### src/unte_pkg.sv
// package for the udp nat translation engine
// types, constants and register indexes; no dependencies
package unte_pkg;

   localparam int MAP_DEPTH = 16;
   localparam int SESSION_DEPTH = 64;
   localparam int MAP_AW = $clog2(MAP_DEPTH);
   localparam int SESS_AW = $clog2(SESSION_DEPTH);
   localparam int MAP_CW = $clog2(MAP_DEPTH + 1);
   localparam int SESS_CW = $clog2(SESSION_DEPTH + 1);

   localparam logic [15:0] PUB_PORT_BASE = 16'd2000;
   localparam logic [15:0] PORT_STEP = 16'd100;
   localparam logic [1:0] PORTS_PER_IP = 2'd3;

   localparam logic [2:0] CSR_OUTSIDE_IP = 3'd0;
   localparam logic [2:0] CSR_OUTSIDE_MASK = 3'd1;
   localparam logic [2:0] CSR_INSIDE_IP = 3'd2;
   localparam logic [2:0] CSR_INSIDE_MASK = 3'd3;
   localparam logic [2:0] CSR_BLOCK_A_LOW = 3'd4;
   localparam logic [2:0] CSR_BLOCK_A_HIGH = 3'd5;
   localparam logic [2:0] CSR_BLOCK_B_LOW = 3'd6;
   localparam logic [2:0] CSR_BLOCK_B_HIGH = 3'd7;

   localparam logic [2:0] VERDICT_FORWARD = 3'd0;
   localparam logic [2:0] VERDICT_NO_MAP = 3'd1;
   localparam logic [2:0] VERDICT_NO_SESSION = 3'd2;
   localparam logic [2:0] VERDICT_BLOCKED = 3'd3;
   localparam logic [2:0] VERDICT_FULL = 3'd4;

   typedef struct packed {
      logic        from_outside;
      logic [31:0] src_ip;
      logic [15:0] sport;
      logic [31:0] dst_ip;
      logic [15:0] dport;
   } req_type;

   typedef struct packed {
      logic [31:0] new_src_ip;
      logic [15:0] new_src_port;
      logic [31:0] new_dst_ip;
      logic [15:0] new_dst_port;
      logic        egress_iface;
      logic [2:0]  verdict;
   } rsp_type;

   typedef struct packed {
      logic [31:0] outside_ip;
      logic [31:0] outside_mask;
      logic [31:0] inside_ip;
      logic [31:0] inside_mask;
      logic [15:0] block_a_low;
      logic [15:0] block_a_high;
      logic [15:0] block_b_low;
      logic [15:0] block_b_high;
   } csr_type;

   // controller to datapath
   typedef struct packed {
      logic load;          // capture request
      logic map_start;     // reset map scan index
      logic map_step;      // advance map scan
      logic map_pub;       // map scan compares public side
      logic sess_start;
      logic sess_step;
      logic sess_setup;    // choose session key from map result
      logic commit;        // write tables and build response
      logic finish_drop;   // build response for a drop
      logic [2:0] drop_verdict;
   } cmd_type;

   // datapath to controller
   typedef struct packed {
      logic outside;
      logic blocked;
      logic map_done;
      logic map_hit;
      logic sess_done;
      logic sess_hit;
      logic map_full;
      logic sess_full;
   } stat_type;

endpackage

### src/unte_control.sv
// controller of the udp nat translation engine: sequences scans and response
// depends on unte_pkg
module unte_control (
   input  logic               clock,
   input  logic               reset,
   input  logic               req_valid,
   output logic               req_ready,
   output logic               rsp_valid,
   input  logic               rsp_ready,
   input  unte_pkg::stat_type stat,
   output unte_pkg::cmd_type  cmd
);
   localparam logic [2:0] ST_IDLE = 3'd0;
   localparam logic [2:0] ST_CHECK = 3'd1;
   localparam logic [2:0] ST_MAP = 3'd2;
   localparam logic [2:0] ST_SETUP = 3'd3;
   localparam logic [2:0] ST_SESS = 3'd4;
   localparam logic [2:0] ST_DECIDE = 3'd5;

   logic [2:0] state_ff, state_in;
   logic rsp_valid_ff, rsp_valid_in;
   logic busy;
   logic rsp_free;

   always_comb begin
      cmd = '0;
      state_in = state_ff;
      rsp_valid_in = rsp_valid_ff && !rsp_ready;
      busy = state_ff != ST_IDLE;
      rsp_free = !rsp_valid_ff || rsp_ready;
      req_ready = !busy;
      unique case (state_ff)
         ST_IDLE: begin
            if (req_valid && req_ready) begin
               cmd.load = 1'b1;
               state_in = ST_CHECK;
            end
         end
         ST_CHECK: begin
            if (!stat.outside && stat.blocked) begin
               if (rsp_free) begin
                  cmd.finish_drop = 1'b1;
                  cmd.drop_verdict = unte_pkg::VERDICT_BLOCKED;
                  rsp_valid_in = 1'b1;
                  state_in = ST_IDLE;
               end
            end else begin
               cmd.map_start = 1'b1;
               cmd.map_pub = stat.outside;
               state_in = ST_MAP;
            end
         end
         ST_MAP: begin
            cmd.map_step = 1'b1;
            if (stat.map_done) begin
               cmd.map_step = 1'b0;
               if (stat.outside && !stat.map_hit) begin
                  if (rsp_free) begin
                     cmd.finish_drop = 1'b1;
                     cmd.drop_verdict = unte_pkg::VERDICT_NO_MAP;
                     rsp_valid_in = 1'b1;
                     state_in = ST_IDLE;
                  end
               end else begin
                  cmd.sess_setup = 1'b1;
                  state_in = ST_SETUP;
               end
            end
         end
         ST_SETUP: begin
            cmd.sess_start = 1'b1;
            state_in = ST_SESS;
         end
         ST_SESS: begin
            cmd.sess_step = 1'b1;
            if (stat.sess_done) begin
               cmd.sess_step = 1'b0;
               state_in = ST_DECIDE;
            end
         end
         ST_DECIDE: begin
            if (rsp_free) begin
               rsp_valid_in = 1'b1;
               state_in = ST_IDLE;
               if (stat.outside) begin
                  if (stat.sess_hit) cmd.commit = 1'b1;
                  else begin
                     cmd.finish_drop = 1'b1;
                     cmd.drop_verdict = unte_pkg::VERDICT_NO_SESSION;
                  end
               end else if ((!stat.map_hit && stat.map_full) ||
                            (!stat.sess_hit && stat.sess_full)) begin
                  cmd.finish_drop = 1'b1;
                  cmd.drop_verdict = unte_pkg::VERDICT_FULL;
               end else begin
                  cmd.commit = 1'b1;
               end
            end
         end
         default: state_in = ST_IDLE;
      endcase
   end

   always_ff @(posedge clock) begin
      if (reset) begin
         state_ff <= ST_IDLE;
         rsp_valid_ff <= 1'b0;
      end else begin
         state_ff <= state_in;
         rsp_valid_ff <= rsp_valid_in;
      end
   end

   assign rsp_valid = rsp_valid_ff;
endmodule

### config.mk
export PLATFORM = sky130hd
export DESIGN_NAME = unte_control
export DESIGN_NICKNAME = d
export VERILOG_FILES = /design/src/unte_pkg.sv /design/src/unte_control.sv
export SDC_FILE = /design/constraint.sdc
export NUM_CORES = 1
export LEC_CHECK = 0
export BUFFER_PORTS_ARGS = -buffer_cell sky130_fd_sc_hd__clkbuf_2
export CELL_PAD_IN_SITES_DETAIL_PLACEMENT = 1
export CELL_PAD_IN_SITES_GLOBAL_PLACEMENT = 2
export CORE_UTILIZATION = 23
export DETAILED_ROUTE_END_ITERATION = 12
export GPL_TIMING_DRIVEN = 1
export PLACE_DENSITY = 0.92
export SLEW_MARGIN = 20
export SYNTH_ARGS = -nofsm -noshare
export SYNTH_HDL_FRONTEND = slang
export SYNTH_SLANG_ARGS = --single-unit
### constraint.sdc
create_clock -name clock -period 2.3 [get_ports clock]
set_input_delay 0.23 -clock clock [delete_from_list [all_inputs] [get_ports clock]]
set_output_delay 0.23 -clock clock [all_outputs]
set_load 0.05 [all_outputs]
* After elaboration in Yosys (flattened, before gate mapping) *
Cells that the tools add are included.

operators by class
  eq/ne operators = 8
  muxes and demuxes = 39
  reductions and logical operators = 17

operators by type and width
  operator                                             count
  2-to-1 mux 4 bit                                     7
  2-to-1 mux 1 bit                                     21
  2-to-1 mux 3 bit                                     6
  case mux 3 bit (6 select lines)                      1
  case mux 4 bit (3 select lines)                      1
  2-to-1 mux 5 bit                                     2
  equality test 3 x 2 -> 1 bit, second input constant  2
  equality test 3 bit, second input constant           2
  logical AND 1 bit                                    6
  logical NOT 1 bit                                    6
  != test 2 bit, second input constant                 3
  equality test 3 x 1 -> 1 bit, second input constant  1
  logical NOT 3 bit                                    1
  case mux 1 bit (3 select lines)                      1
  AND reduction 3 bit                                  1
  nonzero test 3 bit                                   1
  logical OR 1 bit                                     2

storage, ports and cells
  bits in registers = 4
  bits of input ports = 12
  output and inout bits = 14
  word-level logic and storage cells = 66

* Longest topological paths before layout *
Gate-level depths: netlist (run 1).

  word-level depth = 7
  mapped depth = 4
  mapped depth without buffers = 3

* Worst setup path after synthesis (run 1) *
Ideal clock, no wire load.

  path kind = register -> output
  start = register state_ff[0]
  end = output cmd[11] in the netlist's numbering
  arrival time = 2178 ps
  data required time = 2070 ps
  setup slack = -108 ps
  cell stages (with the launch flop) = 4
  buffers on the path = 1
  cell sequence = dfxtp_1 buf_2 nor3_1 and2_1

RTL lines
  item                    RTL line             RTL
  from (decl)             unte_control.sv:20   logic [2:0] state_ff, state_in;
  from (signal assigned)  unte_control.sv:109  state_ff <= state_in;
  to (decl)               unte_control.sv:11   output unte_pkg::cmd_type cmd

==> flow_metrics.tcl, run 1 <==
set metrics [dict create \
    path_cells "nor3b_2 > a22oi_1 > o22ai_1 > clkbuf_2" \
    critPathArrivalTime_ns 1.88 \
    relSlewSlack_pct 71.1 \
    drive_gt1_share_pct 40.5 \
    outcome "completed" \
    fin_worst_skew_ns 0.000764 \
    insertion_delay_ns 0.23 \
    antenna_found_initial 0 \
    cp-start-kind "flip-flop" \
    power_frac_clock_pct 18.2 \
    syn_nets 71 \
    slowest_delay_ns 0.58 \
    vias 526 \
    power_leakage_nw 0.274 \
    maxSlewViolCount 0 \
    fmax_ghz 0.475 \
    htree_levels 1 \
    fin_crit_sh_pct 91.6 \
    setup-tns-final_ns 0 \
    hold_path.class "in2reg" \
    start_util_pct 25.4 \
    syn2layout_area_growth_pct 34.5 \
    cts-resized-gates 0 \
    synth_edf_count 0 \
    numCtsBuffers 3 \
    use_met3_pct 5.49 \
    die_h_microns 46.4 \
    clk_path_buf_depth 2 \
    setup_ws_ns 0.193 \
    setup_violations 0 \
    worstPathMaxFanout 15 \
    tightest_slew_ns 0.433 \
    insertedDiodeCount 0 \
    timing.reg2reg.worst_path_depth 3 \
    cts-hold-fix-buffers 0 \
    boundaryPins 26 \
    grt_max_degree 16 \
    dpl.hpwl_microns 1080 \
    hold_slack_ns 0.244 \
    overflow 0 \
    p_sw_share_pct 51.5 \
    crit_start "state_ff[0]" \
    cellPowerDensity_nw_per_um2 787 \
    timing.max_cap.violations 0 \
    crit_path_end_kind "primary output" \
    routed_wl_microns 1310 \
    vdd_drop_max_mv 0.396 \
    cts_setup_buffers 0 \
    clkTransAtPathRegs_ns 0.04 \
    ys_warn_count 0 \
    crit_path_top_delay_cell "dfxtp_1" \
    wl_per_cell_microns 12.1 \
    hold_viol_final 0 \
    synth_sequential_area_ratio_pct 17.7 \
    core_sq_um 1780 \
    synth_seq_cells 4 \
    via_per_inst 4.83 \
    grt_use_met1_pct 18.7 \
    r2r_slack_ns 0.80 \
    timing.final.crit_period_ns 2.11 \
    syn_avg_cell_area_sq_um 7.68 \
    antenna_left 0 \
    io_buffers 25 \
    use_met2_pct 21.7 \
    place_ws_ns 0.415 \
    gp_congestion 0.783 \
    grt_usage_pct 14.0 \
    ys.flop_type "dfxtp_1" \
    fin_nets 98 \
    rows 15 \
    dieArea_sq_um 2150 \
    cts_root_buffer "clkbuf_4" \
    min_to "rsp_valid" \
    r2r-end "state_ff[0]" \
    internal_power_uw 233 \
    drc 0 \
    power_frac_seq_pct 24.0 \
    drt-initial-drc-count 2 \
    tritoncts "built" \
    power_switching_uw 247 \
    final_area_sq_um 609 \
    place_area_sq_um 587 \
    crit_type "reg2out" \
    async_reset_ff_share_pct 0 \
    netlist_area_sq_um 453 \
    synth_cell_types 34 \
    worstHoldStart "reset" \
    comb_power_share_pct 57.7 \
    worst_ep_required_time_ns 2.07 \
    grt-busiest-layer "met2" \
    r2r_start "state_ff[0]" \
    dr.pass1.iters 3 \
    grt_first_pass_wirelength_microns 2170 \
    rsz0062_at_grt "no" \
    synthCells 59 \
    first_global_vias 481 \
    hold_path_depth 2 \
    clock_sinks 4 \
    dieWidth_microns 46.4 \
]
state kept, by name, summed over array words and instances, names as in the netlist:
name       count
rsp_valid      1
state_ff       3
cells in the final DEF, fill, tap and decap left out, drive strengths merged, types with 2 or more instances in the layout:
master / instances
nor3b: 4
and2: 3
a211o: 2
nand3: 3
o21ai: 3
clkbuf: 28
nor2: 6
dfxtp: 4
and2b: 2
nor2b: 5
nand2b: 4
layout make-up:
class / count / area [sq um]
fill: 232 / 1170
clock buffer: 3 / 22.5
timing repair buffer: 25 / 125
inverter: 1 / 3.75
sequential: 4 / 80.1
tap: 25 / 31.3
multi-input combinational: 51 / 347
metal layers:
metal | up-vias | wire [microns]
met4 | 0 | 0
met5 | - | 0
li1 | 269 | -
met2 | 26 | 609
met1 | 231 | 604
met3 | 0 | 100
critical path: cells and delay by family, from the launching register on:
kind,cells,cell delay (ns)
AOI/OAI and AO/OA,2,0.35
buffers and inverters,1,0.30
DFF,1,0.58
and+or+nand+nor,1,0.41
Yosys cell counts, types with 2 or more instances:
| library cell | instances | share of area [%] |
|---|---|---|
| nand3_1 | 3 | 3.3 |
| nor3b_1 | 3 | 5.0 |
| nand2b_1 | 4 | 5.5 |
| nor2b_1 | 5 | 6.9 |
| nor2_1 | 6 | 5.0 |
| a211o_1 | 2 | 3.9 |
| o21ai_0 | 2 | 2.2 |
| dfxtp_1 | 4 | 18 |
| buf_6 | 2 | 5.0 |
| and2_1 | 3 | 4.1 |
| and2b_2 | 2 | 3.9 |
per-stage QoR:
step           std cells  total power [mW]  utilization [%]
4_1_cts              109             0.486             34.2
3_5_place_dp         106             0.395             32.9
5_1_grt              109             0.518             34.2
3_3_place_gp         106             0.389             32.9
6_report             109             0.479             34.2
2_1_floorplan         59             0.340                -
power groups by stage:
| stage | combinational, mW | sequential [mW] | clock (mW) |
|---|---|---|---|
| 6_report | 0.277 | 0.115 | 0.0875 |
| 5_1_grt | 0.298 | 0.122 | 0.0989 |
| 4_1_cts | 0.279 | 0.116 | 0.0910 |
| 3_5_place_dp | 0.278 | 0.117 | 0 |
| 3_3_place_gp | 0.275 | 0.114 | 0 |
| 2_1_floorplan | 0.234 | 0.106 | 0 |
worst max path at each step:
| stage | slack, ns | to |
|---|---|---|
| final | 0.19 | cmd[3] |
| after global routing | 0.03 | cmd[3] |
| after global placement | 0.52 | cmd[3] |
| after floorplan | 0.008 | cmd[2] |
| after detailed placement | 0.42 | cmd[3] |
| after CTS | 0.16 | cmd[3] |
cell families after synthesis:
| family | after synthesis | synth area share, % |
|---|---|---|
| and+or+nand+nor | 35 | 49.7 |
| AOI/OAI and AO/OA | 16 | 25.7 |
| DFF | 4 | 17.7 |
| buffers and inverters | 4 | 6.90 |
Note: power is estimated with default switching activity, not from simulation.
==> run 2: changes to the inputs <==
--- a/config.mk
+++ b/config.mk
@@ -7,11 +7,11 @@
 export LEC_CHECK = 0
 export BUFFER_PORTS_ARGS = -buffer_cell sky130_fd_sc_hd__clkbuf_2
 export CELL_PAD_IN_SITES_DETAIL_PLACEMENT = 1
-export CELL_PAD_IN_SITES_GLOBAL_PLACEMENT = 2
-export CORE_UTILIZATION = 23
+export CELL_PAD_IN_SITES_GLOBAL_PLACEMENT = 1
+export CORE_UTILIZATION = 30
 export DETAILED_ROUTE_END_ITERATION = 12
 export GPL_TIMING_DRIVEN = 1
-export PLACE_DENSITY = 0.92
+export PLACE_DENSITY = 0.91
 export SLEW_MARGIN = 20
 export SYNTH_ARGS = -nofsm -noshare
 export SYNTH_HDL_FRONTEND = slang
==> flow_metrics.tcl, run 2 (synthesis results as in run 1) <==
set metrics [dict create \
    internal_power_uw 233 \
    worstPathMaxFanout 15 \
    timing.max_cap.violations 0 \
    clock_sinks 4 \
    tightest_slew_ns 0.428 \
    dieWidth_microns 40.9 \
    dpl.cell_count 96 \
    grt_first_pass_wirelength_microns 2240 \
    first_global_vias 543 \
    timing.reg2reg.worst_path_depth 3 \
    cts_setup_buffers 0 \
    gp_congestion 0.847 \
    syn2layout_area_growth_pct 31.8 \
    rsz0062_at_grt "no" \
    r2r_start "state_ff[0]" \
    hold_path.class "in2reg" \
    maxSlewViolCount 0 \
    worstHoldStart "reset" \
    insertion_delay_ns 0.24 \
    fin_nets 98 \
    via_per_inst 5.73 \
    comb_power_share_pct 57.7 \
    cts-resized-gates 0 \
    power_frac_seq_pct 24.0 \
    tritoncts "built" \
    fill_cells 190 \
    drt-initial-drc-count 10 \
    cellPowerDensity_nw_per_um2 810 \
    stdcell_count 99 \
    start_util_pct 33.5 \
    drc 0 \
    largest-register "state_ff" \
    p_sw_share_pct 51.9 \
    fin_crit_sh_pct 92.1 \
    mostFrequentLayoutCells "clkbuf_2 (25), nor2_1 (6), nor2b_1 (5)" \
    dpl.hpwl_microns 1120 \
    setup_violations 0 \
    overflow 0 \
    cts-hold-fix-buffers 0 \
    htree_levels 1 \
    antenna_left 0 \
    boundaryPins 26 \
    power_frac_clock_pct 18.2 \
    final_common_cell "clkbuf_2" \
    die_h_microns 40.9 \
    setup-tns-final_ns 0 \
    largest_reg_flops 3 \
    hold_viol_final 0 \
    power_leakage_nw 0.274 \
    worst_ep_required_time_ns 2.07 \
    fin_worst_skew_ns 0.00357 \
    cp-start-kind "flip-flop" \
    vdd_drop_max_mv 0.257 \
    wl_per_cell_microns 14.6 \
    numCtsBuffers 3 \
    cts_root_buffer "clkbuf_4" \
    core_sq_um 1350 \
    critPathArrivalTime_ns 1.89 \
    timing.final.crit_period_ns 2.12 \
    clkTransAtPathRegs_ns 0.04 \
    antenna_found_initial 0 \
    grt_usage_pct 20.3 \
    vias 567 \
    crit_type "reg2out" \
    routed_wl_microns 1440 \
    relSlewSlack_pct 71.4 \
    fmax_ghz 0.472 \
    io_buffers 25 \
    insertedDiodeCount 0 \
    outcome "completed" \
    hold_path_depth 2 \
    fin_util_pct 44.2 \
    power_switching_uw 251 \
    dieArea_sq_um 1670 \
    grt_max_degree 16 \
    drive_gt1_share_pct 40.5 \
    crit_start "state_ff[0]" \
    clk_path_buf_depth 2 \
    dr.pass1.iters 2 \
    rows 13 \
    crit_path_end_kind "primary output" \
]
==> run 2: power by group through the flow <==
stage | combinational [mW] | clock (mW) | sequential [mW]
5_1_grt | 0.304 | 0.0968 | 0.120
3_5_place_dp | 0.279 | 0 | 0.117
6_report | 0.279 | 0.0882 | 0.116
4_1_cts | 0.281 | 0.0903 | 0.116
3_3_place_gp | 0.273 | 0 | 0.113
2_1_floorplan | 0.234 | 0 | 0.106
==> run 2: routing by layer <==
layer | GRT usage [%] | share of wire, % | up-vias | routed length (microns)
met5 | 0 | 0 | - | 0
met4 | 2.50 | 0 | 0 | 0
met3 | 5.43 | 7.5 | 0 | 108
met2 | 38.7 | 51 | 29 | 731
met1 | 22.5 | 42 | 268 | 605
li1 | - | - | 270 | -
==> run 2: final cells by class <==
| class | instances | area, sq um | area share [%] |
|---|---|---|---|
| Inverter | 1 | 3.75 | 0.629 |
| Sequential cell | 4 | 80.1 | 13.4 |
| Multi-Input combinational cell | 51 | 347 | 58.1 |
| Tap cell | 15 | 18.8 | 3.14 |
| Timing Repair Buffer | 25 | 125 | 21.0 |
| Clock buffer | 3 | 22.5 | 3.77 |
==> run 2: worst paths after layout <==
path / endpoint / slack [ns]
worst max-delay path: cmd[3] / 0.18
worst min-delay path: state_ff[0] / 0.24
worst max register to register: state_ff[0] / 0.85
worst min register to register: state_ff[0] / 0.70
==> run 2: worst max-delay path: stages (launching register included) <==
cell      delay [ns]
dfxtp_1         0.57
nor3b_2         0.41
a22oi_1         0.17
o22ai_1         0.19
clkbuf_2        0.30
==> run 2: stage by stage <==
stage / setup WS [ns] / hold slack, ns / total power, mW / instance area, sq um
after global placement: 0.532 / 0.475 / 0.386 / 574
final: 0.182 / 0.240 / 0.483 / 597
after global routing: 0.0373 / 0.248 / 0.521 / 597
after floorplan: 0.00754 / 0.302 / 0.340 / 458
after CTS: 0.172 / 0.230 / 0.487 / 597
after detailed placement: 0.425 / 0.481 / 0.396 / 574
